<file path="config.mk">
export PLATFORM = sky130hd
export DESIGN_NAME = bts_fifo
export DESIGN_NICKNAME = d
export VERILOG_FILES = /design/src/bts_fifo.sv
export SDC_FILE = /design/constraint.sdc
export NUM_CORES = 1
export LEC_CHECK = 0
export ABC_AREA = 1
export ABC_CLOCK_PERIOD_IN_PS = 1700
export BUFFER_PORTS_ARGS = -buffer_cell sky130_fd_sc_hd__buf_2
export CORE_MARGIN = 2
export CORE_UTILIZATION = 55
export CTS_BUF_LIST = sky130_fd_sc_hd__clkbuf_4
export DETAILED_ROUTE_END_ITERATION = 6
export PLACE_DENSITY = 0.76
export SYNTH_ARGS = -nofsm -noshare
export SYNTH_HDL_FRONTEND = slang
export SYNTH_SLANG_ARGS = --single-unit
</file>
<file path="constraint.sdc">
create_clock -name i_clk -period 1.7 [get_ports i_clk]
set_input_delay 0.34 -clock i_clk [delete_from_list [all_inputs] [get_ports i_clk]]
set_output_delay 0.34 -clock i_clk [all_outputs]
set_load 0.05 [all_outputs]
</file>
<file path="src/bts_fifo.sv">
// ----------------------------------------------------------------------------
// bts_fifo: small register FIFO
// Head is shown combinationally; the user never pushes when full nor pops
// when empty.
// ----------------------------------------------------------------------------
module bts_fifo #(
    parameter  int WIDTH = 8,
    parameter  int DEPTH = 8,
    localparam int PW    = (DEPTH > 1) ? $clog2(DEPTH) : 1,
    localparam int CW    = $clog2(DEPTH + 1)
) (
    input  logic             i_clk,
    input  logic             i_rst_n,
    input  logic             i_push,
    input  logic [WIDTH-1:0] i_data,
    input  logic             i_pop,
    output logic [WIDTH-1:0] o_data,
    output logic             o_empty,
    output logic [CW-1:0]    o_count
);

    localparam logic [PW-1:0] LAST = PW'(DEPTH - 1);

    logic [WIDTH-1:0] r_mem [DEPTH];
    logic [PW-1:0]    r_wr_ptr;
    logic [PW-1:0]    r_rd_ptr;
    logic [CW-1:0]    r_count;
    logic [PW-1:0]    n_wr_ptr;
    logic [PW-1:0]    n_rd_ptr;
    logic [CW-1:0]    n_count;

    always_comb begin
        n_wr_ptr = r_wr_ptr;
        n_rd_ptr = r_rd_ptr;
        n_count  = r_count;
        if (i_push) begin
            n_wr_ptr = (r_wr_ptr == LAST) ? '0 : r_wr_ptr + PW'(1);
        end
        if (i_pop) begin
            n_rd_ptr = (r_rd_ptr == LAST) ? '0 : r_rd_ptr + PW'(1);
        end
        unique case ({i_push, i_pop})
            2'b10:   n_count = r_count + CW'(1);
            2'b01:   n_count = r_count - CW'(1);
            default: n_count = r_count;
        endcase
    end

    always_ff @(posedge i_clk) begin
        if (!i_rst_n) begin
            r_wr_ptr <= '0;
            r_rd_ptr <= '0;
            r_count  <= '0;
        end else begin
            r_wr_ptr <= n_wr_ptr;
            r_rd_ptr <= n_rd_ptr;
            r_count  <= n_count;
        end
    end

    always_ff @(posedge i_clk) begin
        if (i_push) begin
            r_mem[r_wr_ptr] <= i_data;
        end
    end

    assign o_data  = r_mem[r_rd_ptr];
    assign o_empty = (r_count == '0);
    assign o_count = r_count;

endmodule

</file>
==> results.md <==
- Initial antenna violation count: 0
- CP bufs+invs: 3
- FP Rows: 27
- Xor-xnor portion of the synthesized cell area: 0.00829
- Tmin final: ~2000 ps
- Nets: 333
- Failing checks: setup timing
- DR pass1 iterations: 4
- CP top delay family: flip-flops
- Number of buffers created by CTS: 9
- Die X: 79.9 um
- Period Utilization, post-route: 1.16
- Clk_lat worst skew: 420 ps
- DRT iter0 DRCs: roughly 220
- Initial Utilization: 0.572
- Complex-gate fraction of the synthesized area: 0.0892
- # setup viols final: 8
- Critical Path Source Type: flop
- Reg-to-Reg End: r_mem[0][4]
- Synth unique cells: 24
- ANT cells: 0
- Worst hold slack: ~180 ps
- Die area: 6390 um^2
- Most frequent cells in the layout: edfxtp_1, nor2_1, nand2_1
- RSZ-0062 raised after global routing: yes
- Vias in the first global route: ~1900
- CP max FO: 15
- IO Port Bufs: 24
- I/O Pins: 25
- GR Util All Layers: 0.202
- Vias after detailed routing: around 2100
- Mux cell area share after synthesis: 0.0253
- Max incr delay on CP: 410 ps
- R2R depth: 3
- Most common cell after layout, fill and taps aside: edfxtp_1
- Clock sink total: 77
- Vias per inst: 5.40
- Worst-margin pin slew: ~340 ps
- Crit path depth: 7
- CTS tree: built
- Relative slew slack: 0.773
- Post CTS Setup Buffer Count: 0
- Largest net degree at the start of global routing: 21
- ANT nets after route: 0
- Final Hold Vio Count: 0
- Max clock buf depth: 2
- GPL Wtd Cong: just over 0.8
- Post-route core utilization: 0.681
- Core outline area: roughly 5500 um^2
- Arrival @ worst endpoint: 1630 ps
- First-pass GRT wire length: 9.21 mm
- H-Tree Depth: 3
- Setup Skew: 13.9 ps
- Slew Viols, Final: 0
- Max Cap Viol: 0
- Hold Crit Class: in -> reg
- Reg2reg start: r_wr_ptr[0]
- Wire length per cell: about 16 um
- Lkg Pwr: approximately 0.0014 uW
- Pwr per Cell Area: 1010 nW/um^2
- Synth Area in Simple Gates: 0.116
- Wirelength, routed: between 6 and 7 mm
- Maximum ir drop on the vdd rail: between 0.0006 and 0.0007 V
- Syn_nets: 286
- Syn Inst Count: between 200 and 300
- Worst-path clk slew: roughly 130 ps
- Syn_area_per_cell: about 12 um^2
- Area of the mapped netlist: 3170 um^2
- FMAX: roughly 510 MHz
- Layout cells sized above 1: 0.232
- Ys Warns: 0
- Largest family of logic cells by synthesized area: simple AND/OR/NAND/NOR gates
- Detailed placement HPWL: roughly 3.8 mm
- CTS root buf: clkbuf_4
- Status: finished with violations
- P&R area growth vs syn: 19.0%
- Post-synthesis adder-cell area fraction: 0.0276
- Crit-path cells: inv_2 > buf_12 > nor2_1 > o22ai_1 > nand2_1 > nand2_1 > buf_6
- Crit Path Category: reg -> out
- Max stage delay cell, worst path: dfxtp_4
- FF+latch count, synth: between 70 and 80
- Final WS setup: -266 ps
- Residual DRC: 0
- Power Total: 3830 uW
- Crit. End Element: primary output
- Worst R2R Setup Slack: around 390 ps
- Die height: about 80 um
- CTS Hold Buffers Added: 0
- Worst setup endpoint: o_data[5]
- Post-Place Cells: about 370
- Total grt overflow: 0
- Cell mode on critical path: nand2_1
- Sequential share of the synthesized area: 0.689
- Non-filler instance count after layout: between 300 and 400
- Worst Path Required: 1360 ps
==> synth_stat cells, drive strengths merged <==
library cell | instances | area share
buf | 8 | 0.025
nand2 | 37 | 0.044
nor3 | 1 | 0.0016
xor2 | 1 | 0.0028
or2 | 1 | 0.0020
edfxtp | 64 | 0.61
dfxtp | 13 | 0.082
inv | 15 | 0.018
mux2i | 8 | 0.025
a21oi | 7 | 0.011
nor2 | 50 | 0.060
ha | 7 | 0.028
nand3 | 4 | 0.0063
xnor2 | 2 | 0.0055
o22ai | 8 | 0.016
o21ai | 38 | 0.060
nor4 | 1 | 0.0020
a211oi | 1 | 0.0024
clkbuf | 1 | 0.0024
==> stage by stage <==
stage	TNS (ps)	setup slack, ps	area [um^2]
6_report	-1870	-266	3770
5_1_grt	-2620	-362	3770
4_1_cts	-1710	-237	3690
3_5_place_dp	0	10.5	3470
3_3_place_gp	0	103	3470
2_1_floorplan	0	96.0	3180
==> worst min path at each step <==
stage               slack (ps)         from  cells after the start     endpoint
floorplan                  440    i_data[0]                      0  r_mem[0][0]
global placement           480  r_rd_ptr[1]                      2  r_rd_ptr[1]
detailed placement         520  r_rd_ptr[0]                      1  r_rd_ptr[0]
CTS                        160    i_data[5]                      1  r_mem[7][5]
global route               180    i_data[5]                      1  r_mem[7][5]
finish                     180    i_data[7]                      1  r_mem[5][7]
==> logic make-up (layout without fill, tap and decap cells) <==
family / Yosys count / after routing
AND/OR/NAND/NOR: 94 / 94
flip-flops: 77 / 77
AO/OA/AOI/OAI: 54 / 54
buffers and inverters: 24 / 76
multiplexers: 8 / 8
adder cells (fa/ha/maj): 7 / 7
XOR/XNOR: 3 / 3
==> sequential cells by signal, indices dropped and copies added (netlist names), named ones only <==
| name | count |
|---|---|
| o_count | 4 |
| r_mem | 64 |
| r_rd_ptr | 3 |
| r_wr_ptr | 3 |
==> power by group <==
group,internal [uW],switching (uW),leakage [uW]
logic,280,451,0.000703
clock network,310,614,0.0000544
registers,2110,58.0,0.000691
==> metal layers <==
layer | part of all wire | GRT usage
met3 | 0.054 | 0.0328
met2 | 0.48 | 0.300
met5 | 0 | 0
met4 | 0.014 | 0.127
met1 | 0.45 | 0.278
==> cell type report <==
type / instances / area (um^2)
timing repair buffer: 45 / 442
multi-input combinational: 166 / 877
tap: 72 / 90.1
clock buffer: 10 / 75.1
fill: 396 / 1770
clock inverter: 6 / 40.0
inverter: 15 / 56.3
sequential: 77 / 2190
==> repair_timing <==
item                       in CTS  in global routing
cloned                          1                  2
gates resized for setup        29                 10
setup endpoints to repair       9                  9
pin swaps                       1                  1
(Power assumes the default switching activity.)
