## src/bts_pkg.sv

```systemverilog
// ----------------------------------------------------------------------------
// bts_pkg: shared types and constants of the bilinear texture sampler
// Work item layout between front and back, result layout, queue sizes,
// configuration register indexes and the request opcodes.
// ----------------------------------------------------------------------------
package bts_pkg;

    localparam int TEXEL_DEPTH_DFLT = 65536;

    localparam int IDX_W    = 16;
    localparam int IDX_SPAN = 1 << IDX_W;
    localparam int TEXEL_W  = 24;
    localparam int SIZE_W   = 9;
    localparam int COORD_W  = 18;
    localparam int WT_W     = 17;
    localparam int OUT_W    = 16;

    localparam logic [SIZE_W-1:0] SIZE_RESET = SIZE_W'(256);
    localparam logic [WT_W-1:0]   WT_ONE     = WT_W'(65536);

    // work queue between front and back
    localparam int Q_DEPTH = 8;
    localparam int Q_CNT_W = $clog2(Q_DEPTH + 1);
    localparam logic [Q_CNT_W:0] Q_LIMIT = (Q_CNT_W + 1)'(Q_DEPTH);

    // result buffer at the output
    localparam int OUT_DEPTH = 8;
    localparam int OUT_CNT_W = $clog2(OUT_DEPTH + 1);
    localparam logic [OUT_CNT_W:0] OUT_LIMIT = (OUT_CNT_W + 1)'(OUT_DEPTH);

    // configuration register indexes
    localparam int CFG_IDX_W = 2;
    localparam logic [CFG_IDX_W-1:0] CFG_TEX_WIDTH  = CFG_IDX_W'(0);
    localparam logic [CFG_IDX_W-1:0] CFG_TEX_HEIGHT = CFG_IDX_W'(1);

    typedef enum logic {
        OP_LOAD   = 1'b0,
        OP_SAMPLE = 1'b1
    } t_op;

    // one classified request; a load uses idx_a and rgb only
    typedef struct packed {
        logic                 is_sample;
        logic [IDX_W-1:0]     idx_a;
        logic [IDX_W-1:0]     idx_b;
        logic [IDX_W-1:0]     idx_c;
        logic [IDX_W-1:0]     idx_d;
        logic [WT_W-1:0]      wt_a;
        logic [WT_W-1:0]      wt_b;
        logic [WT_W-1:0]      wt_c;
        logic [WT_W-1:0]      wt_d;
        logic [TEXEL_W-1:0]   rgb;
    } t_work;

    typedef struct packed {
        logic [OUT_W-1:0] red;
        logic [OUT_W-1:0] green;
        logic [OUT_W-1:0] blue;
    } t_result;

endpackage

```

## src/bts_front.sv

```systemverilog
// ----------------------------------------------------------------------------
// bts_front: request intake and classification
// Holds the size registers, clamps u,v, scales them to texel coordinates
// and fractions, and forms the four store indexes and bilinear weights.
// Three stages, then the work queue. Out-of-range loads are dropped here.
// ----------------------------------------------------------------------------
module bts_front
    import bts_pkg::*;
#(
    parameter int TEXEL_DEPTH = TEXEL_DEPTH_DFLT
) (
    input  logic                      i_clk,
    input  logic                      i_rst_n,
    input  logic                      i_cfg_we,
    input  logic [CFG_IDX_W-1:0]      i_cfg_index,
    input  logic [SIZE_W-1:0]         i_cfg_data,
    input  logic                      i_valid,
    output logic                      o_stall,
    input  logic [0:0]                i_opcode,
    input  logic [IDX_W-1:0]          i_texel_index,
    input  logic [7:0]                i_red_in,
    input  logic [7:0]                i_green_in,
    input  logic [7:0]                i_blue_in,
    input  logic signed [COORD_W-1:0] i_u_coord,
    input  logic signed [COORD_W-1:0] i_v_coord,
    input  logic [Q_CNT_W-1:0]        i_q_count,
    output logic                      o_push,
    output t_work                     o_entry
);

    localparam logic [20:0] DEPTH_V = 21'(TEXEL_DEPTH);

    function automatic logic [SIZE_W-1:0] clamp_size(input logic [SIZE_W-1:0] s);
        if (s == '0) begin
            return SIZE_W'(1);
        end else if (s > SIZE_RESET) begin
            return SIZE_RESET;
        end
        return s;
    endfunction

    function automatic logic [WT_W-1:0] clamp_coord(input logic signed [COORD_W-1:0] c);
        if (c[COORD_W-1]) begin
            return '0;
        end else if (c[WT_W-1:0] > WT_ONE) begin
            return WT_ONE;
        end
        return c[WT_W-1:0];
    endfunction

    logic [SIZE_W-1:0] r_tex_width;
    logic [SIZE_W-1:0] r_tex_height;
    logic [SIZE_W-1:0] w_eff;
    logic [SIZE_W-1:0] h_eff;
    logic [7:0]        w_m1;
    logic [7:0]        h_m1;

    logic              accept;
    logic              is_sample;
    logic              n_f1_vld;
    logic [1:0]        inflight;

    // stage 1: clamped coordinates
    logic              r_f1_vld;
    logic              r_f1_sample;
    logic [IDX_W-1:0]  r_f1_idx;
    logic [TEXEL_W-1:0] r_f1_rgb;
    logic [WT_W-1:0]   r_f1_u;
    logic [WT_W-1:0]   r_f1_v;

    // stage 2: integer coordinate and fraction
    logic [24:0]       pos_x;
    logic [24:0]       pos_y;
    logic              r_f2_vld;
    logic              r_f2_sample;
    logic [IDX_W-1:0]  r_f2_idx;
    logic [TEXEL_W-1:0] r_f2_rgb;
    logic [7:0]        r_f2_xi;
    logic [7:0]        r_f2_yi;
    logic [7:0]        r_f2_s;
    logic [7:0]        r_f2_t;

    // stage 3: row bases and weights
    logic [7:0]        n_xn;
    logic [7:0]        n_yn;
    logic [8:0]        s_c;
    logic [8:0]        t_c;
    logic [16:0]       base_i_prod;
    logic [16:0]       base_n_prod;
    logic              r_f3_vld;
    logic              r_f3_sample;
    logic [IDX_W-1:0]  r_f3_idx;
    logic [TEXEL_W-1:0] r_f3_rgb;
    logic [IDX_W-1:0]  r_f3_base_i;
    logic [IDX_W-1:0]  r_f3_base_n;
    logic [7:0]        r_f3_xi;
    logic [7:0]        r_f3_xn;
    logic [WT_W-1:0]   r_f3_wt_a;
    logic [WT_W-1:0]   r_f3_wt_b;
    logic [WT_W-1:0]   r_f3_wt_c;
    logic [WT_W-1:0]   r_f3_wt_d;

    always_ff @(posedge i_clk) begin
        if (!i_rst_n) begin
            r_tex_width  <= SIZE_RESET;
            r_tex_height <= SIZE_RESET;
        end else if (i_cfg_we) begin
            if (i_cfg_index == CFG_TEX_WIDTH) begin
                r_tex_width <= i_cfg_data;
            end else if (i_cfg_index == CFG_TEX_HEIGHT) begin
                r_tex_height <= i_cfg_data;
            end
        end
    end

    assign w_eff = clamp_size(r_tex_width);
    assign h_eff = clamp_size(r_tex_height);
    assign w_m1  = 8'(w_eff - SIZE_W'(1));
    assign h_m1  = 8'(h_eff - SIZE_W'(1));

    // reserve a queue slot for every request inside the front stages
    assign inflight  = 2'(r_f1_vld) + 2'(r_f2_vld) + 2'(r_f3_vld);
    assign o_stall   = ({1'b0, i_q_count} + (Q_CNT_W + 1)'(inflight)) >= Q_LIMIT;
    assign accept    = i_valid && !o_stall;
    assign is_sample = (i_opcode == OP_SAMPLE);
    assign n_f1_vld  = accept && (is_sample || ({5'd0, i_texel_index} < DEPTH_V));

    assign pos_x = 25'(r_f1_u) * 25'(w_m1);
    assign pos_y = 25'(r_f1_v) * 25'(h_m1);

    // step to the next column or row only for a nonzero fraction
    assign n_xn = (r_f2_s != 8'd0) ? r_f2_xi + 8'd1 : r_f2_xi;
    assign n_yn = (r_f2_t != 8'd0) ? r_f2_yi + 8'd1 : r_f2_yi;
    assign s_c  = 9'd256 - {1'b0, r_f2_s};
    assign t_c  = 9'd256 - {1'b0, r_f2_t};
    assign base_i_prod = 17'(w_eff) * 17'(r_f2_yi);
    assign base_n_prod = 17'(w_eff) * 17'(n_yn);

    always_ff @(posedge i_clk) begin
        if (!i_rst_n) begin
            r_f1_vld <= 1'b0;
            r_f2_vld <= 1'b0;
            r_f3_vld <= 1'b0;
        end else begin
            r_f1_vld <= n_f1_vld;
            r_f2_vld <= r_f1_vld;
            r_f3_vld <= r_f2_vld;
        end
    end

    always_ff @(posedge i_clk) begin
        r_f1_sample <= is_sample;
        r_f1_idx    <= i_texel_index;
        r_f1_rgb    <= {i_red_in, i_green_in, i_blue_in};
        r_f1_u      <= clamp_coord(i_u_coord);
        r_f1_v      <= clamp_coord(i_v_coord);

        r_f2_sample <= r_f1_sample;
        r_f2_idx    <= r_f1_idx;
        r_f2_rgb    <= r_f1_rgb;
        r_f2_xi     <= pos_x[23:16];
        r_f2_s      <= pos_x[15:8];
        r_f2_yi     <= pos_y[23:16];
        r_f2_t      <= pos_y[15:8];

        r_f3_sample <= r_f2_sample;
        r_f3_idx    <= r_f2_idx;
        r_f3_rgb    <= r_f2_rgb;
        r_f3_base_i <= base_i_prod[IDX_W-1:0];
        r_f3_base_n <= base_n_prod[IDX_W-1:0];
        r_f3_xi     <= r_f2_xi;
        r_f3_xn     <= n_xn;
        r_f3_wt_a   <= WT_W'(18'(s_c) * 18'(t_c));
        r_f3_wt_b   <= WT_W'(18'(r_f2_s) * 18'(t_c));
        r_f3_wt_c   <= WT_W'(18'(r_f2_s) * 18'(r_f2_t));
        r_f3_wt_d   <= WT_W'(18'(s_c) * 18'(r_f2_t));
    end

    always_comb begin
        o_entry           = '0;
        o_entry.is_sample = r_f3_sample;
        o_entry.idx_a     = r_f3_sample ? r_f3_base_i + IDX_W'(r_f3_xi) : r_f3_idx;
        o_entry.idx_b     = r_f3_base_i + IDX_W'(r_f3_xn);
        o_entry.idx_c     = r_f3_base_n + IDX_W'(r_f3_xn);
        o_entry.idx_d     = r_f3_base_n + IDX_W'(r_f3_xi);
        o_entry.wt_a      = r_f3_wt_a;
        o_entry.wt_b      = r_f3_wt_b;
        o_entry.wt_c      = r_f3_wt_c;
        o_entry.wt_d      = r_f3_wt_d;
        o_entry.rgb       = r_f3_rgb;
    end

    assign o_push = r_f3_vld;

`ifndef SYNTHESIS
    a_sample_reaches_queue: assert property (@(posedge i_clk) disable iff (!i_rst_n)
        (i_valid && !o_stall && i_opcode == OP_SAMPLE) |-> ##3 o_push)
        else $error("accepted sample did not reach the work queue");

    a_queue_room: assert property (@(posedge i_clk) disable iff (!i_rst_n)
        o_push |-> ({1'b0, i_q_count} < Q_LIMIT))
        else $error("work queue push without a free slot");

    a_weights_unity: assert property (@(posedge i_clk) disable iff (!i_rst_n)
        (o_push && o_entry.is_sample) |->
        ((19'(o_entry.wt_a) + 19'(o_entry.wt_b) + 19'(o_entry.wt_c)
          + 19'(o_entry.wt_d)) == 19'(WT_ONE)))
        else $error("bilinear weights do not sum to one");
`endif

endmodule

```

## config.mk

```make
export PLATFORM = sky130hd
export DESIGN_NAME = bts_front
export DESIGN_NICKNAME = d
export VERILOG_FILES = /design/src/bts_pkg.sv /design/src/bts_front.sv
export SDC_FILE = /design/constraint.sdc
export NUM_CORES = 2
export LEC_CHECK = 0
export BUFFER_PORTS_ARGS = -buffer_cell sky130_fd_sc_hd__buf_4
export CAP_MARGIN = 0
export CORE_ASPECT_RATIO = 1.4
export CORE_MARGIN = 2
export CORE_UTILIZATION = 56
export CTS_CLUSTER_DIAMETER = 120
export DETAILED_ROUTE_END_ITERATION = 10
export PLACE_DENSITY = 0.84
export SYNTH_ARGS = -nofsm -noshare
export SYNTH_HDL_FRONTEND = slang
export SYNTH_SLANG_ARGS = --single-unit
```

## constraint.sdc

```tcl
create_clock -name i_clk -period 6.62 [get_ports i_clk]
set_clock_uncertainty 0.2 [all_clocks]
set_input_delay 0.993 -clock i_clk [delete_from_list [all_inputs] [get_ports i_clk]]
set_output_delay 0.993 -clock i_clk [all_outputs]
set_load 0.03 [all_outputs]
```

==> out/results.tsv <==
stage	metric	value	unit
sta	slew_headroom	22.5	%
worst_hold_path	hold_class	reg2reg	
final_layout	insertedDiodeCount	0	
setup_path	critical_path_required	6.85	ns
placed_design	dp.cells	4283	
drt	drt_iter0_drc	1302	
clocking	path_clk_slew	0.06	ns
sta	finalCritPeriodShare	102	%
setup_path	path_max_fanout	5	
grt	grt_use_total	25.8	%
die	start_util	56.3	%
outcome	violations	negative setup slack	
setup_path	critPathLaunchType	flip-flop	
clocking	cts.sinks	322	
clocking	clk_latency	0.55	ns
final_layout	final_layout_size_suffix_gt1_share	15.3	%
yosys	synth.distinct_cells	66	
clocking	cts_root_buf	clkbuf_16	
clocking	cts_buffers	34	
setup_path	cp-startpoint	r_tex_height[4]	
die	die_height	282	um
setup_path	endpoint_kind	flip-flop	
setup_path	critPathTopFamily	adder cells	
drt	via_per_inst	5.33	
outcome	status	finished with violations	
drt	drc	0	
grt	grt_pass1_vias	24500	
setup_path	critical_path_depth	25	
yosys	synth_warnings	0	
yosys	seq_area_frac_synth	20.8	%
yosys	synth_adder_area_share	41.6	%
yosys	yosys.area_share.simple	17.4	%
yosys	synth-edff-count	0	
worst_hold_path	hold_path_depth	0	
yosys	synth_xor_area_share	5.99	%
drt	antenna_left	0	
drt	dr.pass1.iters	7	
yosys	synth_fp_nets	4137	
setup_path	worstPathArrival	7.01	ns
die	rows	102	
grt	grt_max_degree	22	
final_layout	instances_no_fill	4366	
sta	fin_tns_setup	-0.776	ns
drt	totalWireLength	73300	um
clocking	cts_tree	built	
setup_path	crit_slowest_cell	fa_1	
yosys	ys.flop_type	dfxtp_1	
yosys	async_reset_ff_share	0	%
yosys	synth_compound_area_share	5.36	%
sta	worstMarginPinSlew	1.15	ns
drt	wire_per_inst	16.8	um
drt	num_vias	23300	
grt	globalRouteOverflowTotal	0	
setup_path	r2r_cells	25	
setup_path	r2r_start	r_tex_height[4]	
yosys	ys_seq_elements	322	
die	die-area	57200	um^2
clocking	cts-htree-levels	2	
placed_design	dp_hpwl	58700	um
die	die_w	203	um
yosys	synth_area	31000	um^2
yosys	syn-instance-count	3270	
flow_run	max_cap_violations	0	
sta	fin_crit	6.78	ns
yosys	synth_top_family_by_area	adder cells	
die	coreArea	55000	um^2
yosys	synth_top_area_share	28.0	%
placed_design	gp_congestion	0.904	
yosys	synth_area_leaders	fa_1 (28%), dfxtp_1 (21%), ha_1 (14%)	
grt	antenna_found_initial	0	
clocking	clock_path_buffers	3	
grt	grt_pass1_wl	118000	um
yosys	muxShareOfSynthArea	0.816	%
placed_design	port-buffer-count	253	
yosys	synth_area_per_cell	9.47	um^2
final_layout	syn_to_final_growth	16.7	%
sta	setup-violations-final	7	
sta	rsz0062_at_grt	yes	
sta	slew_violations	0	
setup_path	critPathMaxStageDelay	0.53	ns
worst_hold_path	hp-start	r_f1_idx[13]	
yosys	yosys.area.top_type	fa_1	
setup_path	path_common_cell	fa_1	
setup_path	path_buf_inv	2	
sta	timing.final.hold_violations	0	
sta	fmax	147	MHz
final_layout	fin_nets	4481	
sta	timing.final.ws_setup	-0.160	ns
setup_path	path_class	reg2reg	
die	io_pins	255	
[cell type report]
cell class | count | area, um^2
clock buffers | 41 | 927
flip-flops and latches | 322 | 6450
clock inverters | 19 | 213
multi-input cells | 2301 | 22500
inverters | 545 | 2050
well taps | 728 | 911
fillers | 4188 | 18900
repair buffers | 410 | 3100
[per-layer routing]
layer | track usage (%) | vias to the layer above | wire [um]
li1 | - | 10800 | -
met1 | 28.2 | 11400 | 26600
met2 | 48.8 | 781 | 39200
met3 | 3.35 | 217 | 3750
met4 | 12.9 | 0 | 3670
met5 | 0 | - | 0
[final timing paths]
path | end | slack, ns
hold / removal | r_f2_idx[13] | 0.12
setup / recovery | r_f2_yi[7] | -0.16
hold reg to reg | r_f2_idx[13] | 0.12
setup reg to reg | r_f2_yi[7] | -0.16
[cell families after synthesis]
| logic type | after synthesis |
|---|---|
| simple gates | 1043 |
| xor+xnor | 210 |
| compound gates | 251 |
| flops | 322 |
| buf+inv | 648 |
| fa+ha+maj | 771 |
| other cells | 1 |
| mux | 24 |
[registers in the layout, summed over array words and instances, names as in the netlist, 8 cells and up]
register	flops
r_f2_idx	16
r_f3_wt_b	16
r_f1_u	17
r_f1_idx	16
r_f2_xi	8
r_f3_wt_a	16
r_f2_s	8
r_f3_idx	16
r_f3_base_i	16
r_f3_rgb	24
r_tex_width	9
r_f2_t	8
r_f1_rgb	24
r_f3_base_n	16
r_f2_rgb	24
r_tex_height	9
r_f1_v	17
r_f2_yi	8
r_f3_xn	8
r_f3_xi	8
r_f3_wt_d	17
r_f3_wt_c	15
[stage by stage]
| step | area (um^2) | hold slack (ns) | util (%) | worst slack (ns) |
|---|---|---|---|---|
| final | 36200 | 0.115 | 65.7 | -0.160 |
| after floorplan | 31100 | 0.110 | - | 0.00194 |
| after global placement | 34500 | 0.110 | 62.8 | 0.0376 |
| after detailed placement | 34500 | 0.112 | 62.8 | -0.198 |
| after global routing | 36200 | 0.117 | 65.7 | -0.418 |
| after CTS | 35800 | 0.114 | 65.1 | -0.0965 |
[cells in the final DEF, fill, tap and decap left out, types with 6 or more instances in the layout]
cell type / count
o31a_1: 6
nand2_1: 337
o31ai_1: 6
and4_1: 6
inv_1: 541
o21bai_1: 9
a21o_1: 41
nand4_1: 12
or3_1: 8
xor2_1: 48
a21oi_2: 6
and3_1: 26
nor2_1: 104
xnor2_1: 155
nor3_1: 30
dfxtp_1: 319
and2_1: 329
mux2i_1: 17
a21oi_1: 68
nand3_1: 30
o21ai_0: 37
nor4_1: 11
a31oi_1: 6
ha_4: 8
buf_4: 404
nand2b_1: 41
o211ai_1: 6
a31o_2: 7
clkbuf_16: 34
o21a_1: 14
mux2_2: 6
nor2b_1: 76
fa_1: 432
ha_1: 330
[synth_stat cells (8+ instances only)]
| cell | n |
|---|---|
| or3_1 | 8 |
| o21a_1 | 14 |
| inv_1 | 545 |
| clkbuf_1 | 91 |
| nor2b_1 | 77 |
| a21o_1 | 41 |
| mux2i_1 | 17 |
| a21oi_1 | 76 |
| and3_1 | 26 |
| nand2b_1 | 41 |
| nor4_1 | 11 |
| nand2_1 | 341 |
| dfxtp_1 | 322 |
| nor3_1 | 34 |
| and2_1 | 331 |
| nand3_1 | 32 |
| a31o_2 | 8 |
| ha_1 | 338 |
| xnor2_1 | 159 |
| nand4_1 | 12 |
| o21bai_1 | 9 |
| fa_1 | 433 |
| o21ai_0 | 42 |
| xor2_1 | 49 |
| nor2_1 | 106 |
[timing repair]
item,CTS,global route
setup buffers,6,15
cloned,0,2
setup endpoints to repair,13,22
resized for setup,17,44
hold buffers,0,0
pin swaps,5,39
Power is not shown: default switching activity piles up to over one toggle a cycle in this logic, so the estimate is an artifact.
